$ cat config.mk
export PLATFORM = sky130hd
export DESIGN_NAME = pit3_queue
export DESIGN_NICKNAME = d
export VERILOG_FILES = /design/src/pit3_pkg.sv /design/src/pit3_queue.sv
export SDC_FILE = /design/constraint.sdc
export NUM_CORES = 1
export LEC_CHECK = 0
export BUFFER_PORTS_ARGS = -buffer_cell sky130_fd_sc_hd__buf_4
export CAP_MARGIN = 20
export CORE_MARGIN = 2
export CORE_UTILIZATION = 45
export DETAILED_ROUTE_END_ITERATION = 10
export GPL_TIMING_DRIVEN = 0
export PLACE_DENSITY = 0.76
export SLEW_MARGIN = 30
export SYNTH_ARGS = -nofsm -noshare
export SYNTH_HDL_FRONTEND = slang
export SYNTH_SLANG_ARGS = --single-unit
$ cat constraint.sdc
create_clock -name clk -period 2.4 [get_ports clk]
set_input_delay 0.12 -clock clk [delete_from_list [all_inputs] [get_ports clk]]
set_output_delay 0.12 -clock clk [all_outputs]
set_load 0.02 [all_outputs]
$ cat src/pit3_pkg.sv
// ---------------------------------------------------------------------------
// pit3_pkg: shared types and constants for the 3-D point-in-triangle core
// Beat payload structs, projection axis codes and default sizes.
// ---------------------------------------------------------------------------
package pit3_pkg;

  // Width of every coordinate field on the input port.
  localparam int IN_FIELD_W      = 16;
  // Default coordinate width used inside the core.
  localparam int COORD_WIDTH_DEF = 16;
  // Default depth of the queue between the front and back parts.
  localparam int QUEUE_DEPTH_DEF = 4;

  // Discarded projection axis.
  localparam logic [1:0] AXIS_X = 2'd0;
  localparam logic [1:0] AXIS_Y = 2'd1;
  localparam logic [1:0] AXIS_Z = 2'd2;

  typedef struct packed {
    logic signed [IN_FIELD_W-1:0] a_x;
    logic signed [IN_FIELD_W-1:0] a_y;
    logic signed [IN_FIELD_W-1:0] a_z;
    logic signed [IN_FIELD_W-1:0] b_x;
    logic signed [IN_FIELD_W-1:0] b_y;
    logic signed [IN_FIELD_W-1:0] b_z;
    logic signed [IN_FIELD_W-1:0] c_x;
    logic signed [IN_FIELD_W-1:0] c_y;
    logic signed [IN_FIELD_W-1:0] c_z;
    logic signed [IN_FIELD_W-1:0] p_x;
    logic signed [IN_FIELD_W-1:0] p_y;
    logic signed [IN_FIELD_W-1:0] p_z;
  } item_t;

  typedef struct packed {
    logic       inside_res;
    logic       degenerate;
    logic [1:0] dropped_axis;
  } result_t;

endpackage

$ cat src/pit3_queue.sv
// ---------------------------------------------------------------------------
// pit3_queue: small first-in first-out queue
// Decouples the classification pipeline from the projection pipeline.
// ---------------------------------------------------------------------------
module pit3_queue #(
  parameter int WIDTH = 64,
  parameter int DEPTH = pit3_pkg::QUEUE_DEPTH_DEF
) (
  input  logic             clk,
  input  logic             rst,
  input  logic             wr_valid,
  output logic             wr_stall,
  input  logic [WIDTH-1:0] wr_data,
  output logic             rd_valid,
  input  logic             rd_stall,
  output logic [WIDTH-1:0] rd_data
);
  import pit3_pkg::*;

  localparam int PTR_W = $clog2(DEPTH);
  localparam int CNT_W = $clog2(DEPTH + 1);

  logic [WIDTH-1:0] mem [DEPTH];
  logic [PTR_W-1:0] wr_ptr, rd_ptr;
  logic [CNT_W-1:0] count;
  logic push, pop;

  assign wr_stall = (count == CNT_W'(DEPTH));
  assign rd_valid = (count != '0);
  assign push     = wr_valid && !wr_stall;
  assign pop      = rd_valid && !rd_stall;
  assign rd_data  = mem[rd_ptr];

  always_ff @(posedge clk) begin
    if (push) mem[wr_ptr] <= wr_data;
  end

  always_ff @(posedge clk) begin
    if (rst) begin
      wr_ptr <= '0;
      rd_ptr <= '0;
      count  <= '0;
    end else begin
      if (push) begin
        wr_ptr <= (wr_ptr == PTR_W'(DEPTH - 1)) ? '0 : wr_ptr + 1'b1;
      end
      if (pop) begin
        rd_ptr <= (rd_ptr == PTR_W'(DEPTH - 1)) ? '0 : rd_ptr + 1'b1;
      end
      if (push && !pop) begin
        count <= count + 1'b1;
      end else if (pop && !push) begin
        count <= count - 1'b1;
      end
    end
  end

endmodule

==> impl_metrics.env, run 1 <==
export IMPL_p_per_area_nw_per_um2=1010
export IMPL_hold_viol_final=0
export IMPL_yosys_warnings=0
export IMPL_slowest_stage="fa_1"
export IMPL_place_ws_ps=174
export IMPL_drc=0
export IMPL_die_h_um=151
export IMPL_area_growth_pct=30.3
export IMPL_min_period_ps=2200
export IMPL_drtAntennaViolNets=0
export IMPL_grt_first_pass_wirelength_um=27300
export IMPL_ff2ff_path_depth=10
export IMPL_leakage_nw=4.35
export IMPL_diodes=0
export IMPL_crit_chain="or3b_1 > buf_6 > clkinv_4 > nor2_2 > ha_1 > inv_1 > fa_1 > xor2_1 > or3_1 > a21oi_1"
export IMPL_avgSynthCellArea_sq_um=25.2
export IMPL_insertion_delay_ps=520
export IMPL_antenna_found_initial=0
export IMPL_drt_iter0_markers=260
export IMPL_tightest_slew_ps=520
export IMPL_finalClockSkew_ps=13.5
export IMPL_clockRootBuffer="clkbuf_16"
export IMPL_crit_fanout=7
export IMPL_max_freq_ghz=0.454
export IMPL_rsz0062_at_grt="no"
export IMPL_io_pins=134
export IMPL_synth_seq_cells=265
export IMPL_peakVddDrop_v=0.000649
export IMPL_grt_pass1_vias=5256
export IMPL_holdPathEnd="mem[3][36]"
export IMPL_hp_start="wr_data[36]"
export IMPL_fin_nets=692
export IMPL_slew_headroom_pct=65.3
export IMPL_wire_per_inst_um=19.4
export IMPL_status="completed"
export IMPL_reg2reg_to="count[2]"
export IMPL_setup_worst_path_end_class="flip-flop"
export IMPL_netlist_area_sq_um=9740
export IMPL_cts_tree="yes"
export IMPL_holdWs_ps=336
export IMPL_drv_slew=0
export IMPL_ff_latch_area_sq_um=7870
export IMPL_max_cap_violations=0
export IMPL_multiInputGateArea_sq_um=1740
export IMPL_cpPeakStageDelay_ps=370
export IMPL_r2r_slack_ps=200
export IMPL_finalWorstSetupSlack_ps=196
export IMPL_r2r_start="count[2]"
export IMPL_clkTransAtPathRegs_ps=60
export IMPL_fp_row_count=53
export IMPL_final_cells=912
export IMPL_crit_family="simple AND/OR/NAND/NOR gates"
export IMPL_syn_inst=386
export IMPL_dp_hpwl_um=10700
export IMPL_die_width_um=151
export IMPL_ys_seq_area_share_pct=80.8
export IMPL_start_kind="flip-flop"
export IMPL_arrival_ps=2660
export IMPL_clock_sinks=265
export IMPL_globalRouteOverflowTotal=0
export IMPL_n_fill_cell=1489
export IMPL_numPortBuffers=132
export IMPL_drive_above_1_share_pct=41.0
export IMPL_num_vias=4744
export IMPL_critPathKind="flip-flop to flip-flop"
export IMPL_hold_class="input pin to flip-flop"
export IMPL_track_usage_pct=15.7
export IMPL_cts_htree_levels=1
export IMPL_fin_crit_sh_pct=91.8
export IMPL_cts_buffer_depth=3
export IMPL_yosysUniqueCellTypes=27
export IMPL_placed_cells_incl_taps=797
export IMPL_first_pass_iters=4
export IMPL_avgViaCountPerCell=5.20
export IMPL_path_buf_inv=3
export IMPL_gp_congestion=0.728
export IMPL_setup_viol=0
export IMPL_final_setup_tns_ps=0
export IMPL_coreArea_sq_um=21200
export IMPL_cp_data_required_time_ps=2850
export IMPL_finalPower_mw=12.9
export IMPL_grt_max_degree=38
export IMPL_holdPathStages=2
export IMPL_synthesis_nets=461
export IMPL_start_util_pct=46.0
export IMPL_finalWirelength_um=17700
export IMPL_numCtsBuffers=26
export IMPL_die_area_sq_um=22800
metal layers:
metal	vias to the layer above	part of all wire, %	GRT usage [%]
li1	2107	-	-
met3	32	5.2	3.16
met4	0	2.0	4.30
met1	2469	41	19.9
met2	136	52	27.6
met5	-	0	0
cells by family after synthesis:
family          after synthesis  share of synthesized area [%]
flops                       265                           80.8
mux                          65                           14.9
buf+inv                      22                           1.61
simple gates                 16                          0.977
compound gates                9                          0.540
fa+ha+maj                     7                          0.977
xor+xnor                      2                          0.180
synthesized netlist by cell type:
| cell | instances | area [sq um] |
|---|---|---|
| nand3b_1 | 1 | 7.51 |
| or3b_1 | 1 | 8.76 |
| dfxtp_1 | 9 | 180 |
| mux4_2 | 64 | 1440 |
| or4_1 | 1 | 7.51 |
| nor2_2 | 1 | 6.26 |
| a21oi_1 | 4 | 20.0 |
| buf_2 | 6 | 30.0 |
| nor3_1 | 2 | 10.0 |
| fa_1 | 1 | 20.0 |
| inv_1 | 5 | 18.8 |
| nand3_1 | 2 | 10.0 |
| ha_1 | 6 | 75.1 |
| o21ai_1 | 1 | 5.00 |
| buf_6 | 8 | 90.1 |
| and3_1 | 4 | 25.0 |
| or3_1 | 1 | 6.26 |
| edfxtp_1 | 256 | 7690 |
| clkbuf_2 | 1 | 5.00 |
| clkbuf_1 | 1 | 3.75 |
| xor2_1 | 2 | 17.5 |
| nor2_1 | 2 | 7.51 |
| o21ai_0 | 3 | 15.0 |
| o31ai_2 | 1 | 12.5 |
| mux2i_1 | 1 | 10.0 |
| clkinv_4 | 1 | 8.76 |
| nand2b_1 | 1 | 6.26 |
cells in the final DEF, fill, tap and decap left out, drive strengths merged:
| master | synthesis | layout |
|---|---|---|
| a21oi | 4 | 4 |
| and3 | 4 | 4 |
| buf | 14 | 150 |
| clkbuf | 2 | 41 |
| clkinv | 1 | 9 |
| clkinvlp | 0 | 1 |
| dfxtp | 9 | 9 |
| dlygate4sd3 | 0 | 67 |
| edfxtp | 256 | 256 |
| fa | 1 | 1 |
| ha | 6 | 6 |
| inv | 5 | 5 |
| mux2i | 1 | 1 |
| mux4 | 64 | 64 |
| nand2b | 1 | 1 |
| nand3 | 2 | 2 |
| nand3b | 1 | 1 |
| nor2 | 3 | 3 |
| nor3 | 2 | 2 |
| o21ai | 4 | 4 |
| o31ai | 1 | 1 |
| or3 | 1 | 1 |
| or3b | 1 | 1 |
| or4 | 1 | 1 |
| xor2 | 2 | 2 |
worst max-delay path by stage:
stage / from / endpoint / slack (ps) / cells past startpoint
3_3_place_gp: count[0] / mem[0][23] / -120 / 3
6_report: count[2] / count[2] / 200 / 10
5_1_grt: count[0] / count[2] / 50 / 10
3_5_place_dp: count[0] / count[2] / 170 / 10
4_1_cts: count[0] / count[2] / 150 / 10
2_1_floorplan: count[0] / count[2] / 270 / 9
registers in the layout, indices dropped and copies added (netlist names), named ones only:
| name | flops |
|---|---|
| wr_ptr | 2 |
| rd_ptr | 2 |
| count | 3 |
| mem | 256 |
through the flow:
step / util [%] / cell area, sq um
floorplan: - / 9740
global placement: 52.4 / 11100
detailed placement: 52.8 / 11200
CTS: 59.9 / 12700
global route: 60.0 / 12700
finish: 60.0 / 12700
final cells by class:
cell class,instances,share of cell area (%)
Sequential cell,265,62.1
Timing Repair Buffer,203,13.7
Multi-Input combinational cell,99,13.7
Clock buffer,39,6.25
Tap cell,275,2.71
Buffer,16,1.02
Clock inverter,9,0.326
Inverter,6,0.217
timing repair:
| item | 4_1_cts | 5_1_grt |
|---|---|---|
| hold buffers | 67 | 0 |
| setup buffers | 0 | 0 |
| gates resized for setup | 0 | 3 |
| endpoints found under the setup margin | 0 | 1 |
| endpoints found under the hold margin | 265 | 0 |
power by group:
part	internal [mW]	switching, mW	total, mW
clock	2.27	1.59	3.86
sequential	5.60	0.124	5.72
combinational	1.59	1.70	3.29
total	9.46	3.42	12.9
worst register-to-register path: cells and delay by family, from the launching register on:
kind | cells | cell delay [ps]
and+or+nand+nor | 3 | 650
adders and majority gates | 2 | 580
DFF | 1 | 340
buffers and inverters | 3 | 260
xor gates and xnor gates | 1 | 170
AOI/OAI and AO/OA | 1 | 130
No activity file was read; power rests on OpenSTA's default activity.
==> run 2, diff against run 1 <==
Settings changed: CTS_CLUSTER_SIZE from default to 12.
Clock period 2.4 ns to 2 ns, I/O delays scaled along.
==> run 2 against run 1 <==
Via count rose by 1.5%. Sequential share of layout area shrank 2.7 points. The flow now finishes with violations (negative setup slack). Global-route usage is 0.64 points higher. Routed wire length grew 11%. Maximum frequency up 8.7%. Sequential cell count unchanged. Final cell count increased by 2.0%. Critical endpoint unchanged.
==> impl_metrics.env, run 2 (synthesized netlist as in run 1, its figures left out) <==
export IMPL_drv_slew=0
export IMPL_violations="negative setup slack"
export IMPL_drtAntennaViolNets=0
export IMPL_min_period_ps=2030
export IMPL_slowest_stage="or3_1"
export IMPL_die_area_sq_um=22800
export IMPL_design_area_sq_um=13300
export IMPL_clock_sinks=265
export IMPL_tightest_slew_ps=553
export IMPL_start_util_pct=46.0
export IMPL_max_freq_ghz=0.493
export IMPL_final_setup_tns_ps=-170
export IMPL_status="finished, violations left"
export IMPL_finalWirelength_um=19700
export IMPL_leakage_nw=4.58
export IMPL_avgViaCountPerCell=5.18
export IMPL_arrival_ps=2470
export IMPL_clockRootBuffer="clkbuf_16"
export IMPL_first_pass_iters=4
export IMPL_n_fill_cell=1401
export IMPL_drc=0
export IMPL_finalPower_mw=16.3
export IMPL_finalClockSkew_ps=11.6
export IMPL_fp_row_count=53
export IMPL_fin_crit_sh_pct=101
export IMPL_drive_above_1_share_pct=43.5
export IMPL_crit_family="simple AND/OR/NAND/NOR gates"
export IMPL_rsz0062_at_grt="yes"
export IMPL_start_kind="flip-flop"
export IMPL_diodes=0
export IMPL_top_register="mem"
export IMPL_area_growth_pct=36.5
export IMPL_p_per_area_nw_per_um2=1230
export IMPL_critPathKind="flip-flop to flip-flop"
export IMPL_clkTransAtPathRegs_ps=60
export IMPL_max_cap_violations=0
export IMPL_grt_max_degree=35
export IMPL_die_h_um=151
export IMPL_hold_class="input pin to flip-flop"
export IMPL_cp_data_required_time_ps=2450
export IMPL_globalRouteOverflowTotal=0
export IMPL_grt_first_pass_wirelength_um=28200
export IMPL_cts_tree="yes"
export IMPL_insertion_delay_ps=510
export IMPL_placed_cells_incl_taps=797
export IMPL_numCtsBuffers=27
export IMPL_crit_top_cell="inv_2"
export IMPL_mostFrequentLayoutCells="edfxtp_1, buf_4, dlygate4sd3_1"
export IMPL_utilization_pct=62.8
export IMPL_cpPeakStageDelay_ps=350
export IMPL_grt_pass1_vias=5210
export IMPL_crit_fanout=3
export IMPL_finalWorstSetupSlack_ps=-27.0
export IMPL_path_buf_inv=3
export IMPL_place_area_sq_um=11200
export IMPL_setup_viol=20
export IMPL_slew_headroom_pct=63.1
export IMPL_antenna_found_initial=0
export IMPL_largest_reg_flops=256
export IMPL_crit_chain="buf_4 > nor3_4 > inv_2 > nand2b_4 > ha_4 > inv_2 > fa_2 > xor2_1 > or3_1 > a21oi_2"
export IMPL_final_common_cell="edfxtp_1"
export IMPL_place_ws_ps=-124
export IMPL_coreArea_sq_um=21200
export IMPL_hold_viol_final=0
export IMPL_drt_iter0_markers=263
export IMPL_die_width_um=151
export IMPL_numPortBuffers=132
export IMPL_cts_htree_levels=1
export IMPL_setup_worst_path_end_class="flip-flop"
export IMPL_io_pins=134
export IMPL_fin_nets=714
export IMPL_top_regs="mem (256), count (3)"
export IMPL_dp_hpwl_um=11100
export IMPL_peakVddDrop_v=0.00101
export IMPL_holdWs_ps=324
export IMPL_wire_per_inst_um=21.2
export IMPL_track_usage_pct=16.3
export IMPL_num_vias=4813
export IMPL_gp_congestion=0.701
export IMPL_final_cells=930
export IMPL_cts_buffer_depth=3
## run 2: where the power goes
| part | total [mW] | switching (mW) | internal, mW | leakage, nW |
|---|---|---|---|---|
| Sequential | 6.89 | 0.164 | 6.73 | 2.42 |
| Clock | 4.40 | 1.87 | 2.53 | 0.373 |
| Combinational | 5.05 | 2.35 | 2.71 | 1.78 |
## run 2: layout make-up
class	count	area [sq um]	share of cell area (%)
Multi-Input combinational cell	101	1790	13.5
Timing Repair Buffer	223	2280	17.2
Inverter	6	27.5	0.207
Clock buffer	38	737	5.55
Buffer	15	196	1.48
Sequential cell	265	7880	59.3
Tap cell	275	344	2.59
Clock inverter	7	28.8	0.217
## run 2: path summary, 6_finish.rpt
kind | from | to | slack [ps] | depth (start not counted)
max | count[2] | count[2] | -30 | 10
min | wr_data[47] | mem[2][47] | 320 | 2
max reg2reg | count[2] | count[2] | -30 | 10
min reg2reg | rd_ptr[0] | flip-flop | 510 | 2
## run 2: per-layer routing
| layer | global-route usage (%) | up-vias | part of all wire (%) | wire (um) |
|---|---|---|---|---|
| li1 | - | 2156 | - | - |
| met1 | 20.9 | 2494 | 41 | 7980 |
| met2 | 29.3 | 134 | 53 | 10500 |
| met3 | 2.68 | 29 | 4.3 | 847 |
| met4 | 4.02 | 0 | 1.6 | 322 |
| met5 | 0 | - | 0 | 0 |
## run 2: repair_timing
item	4_1_cts	5_1_grt
hold endpoints to repair	265	0
setup endpoints to repair	61	115
pin swaps	4	4
gates cloned	0	10
hold buffers	68	0
gates resized for setup	73	25
buffers inserted	8	3
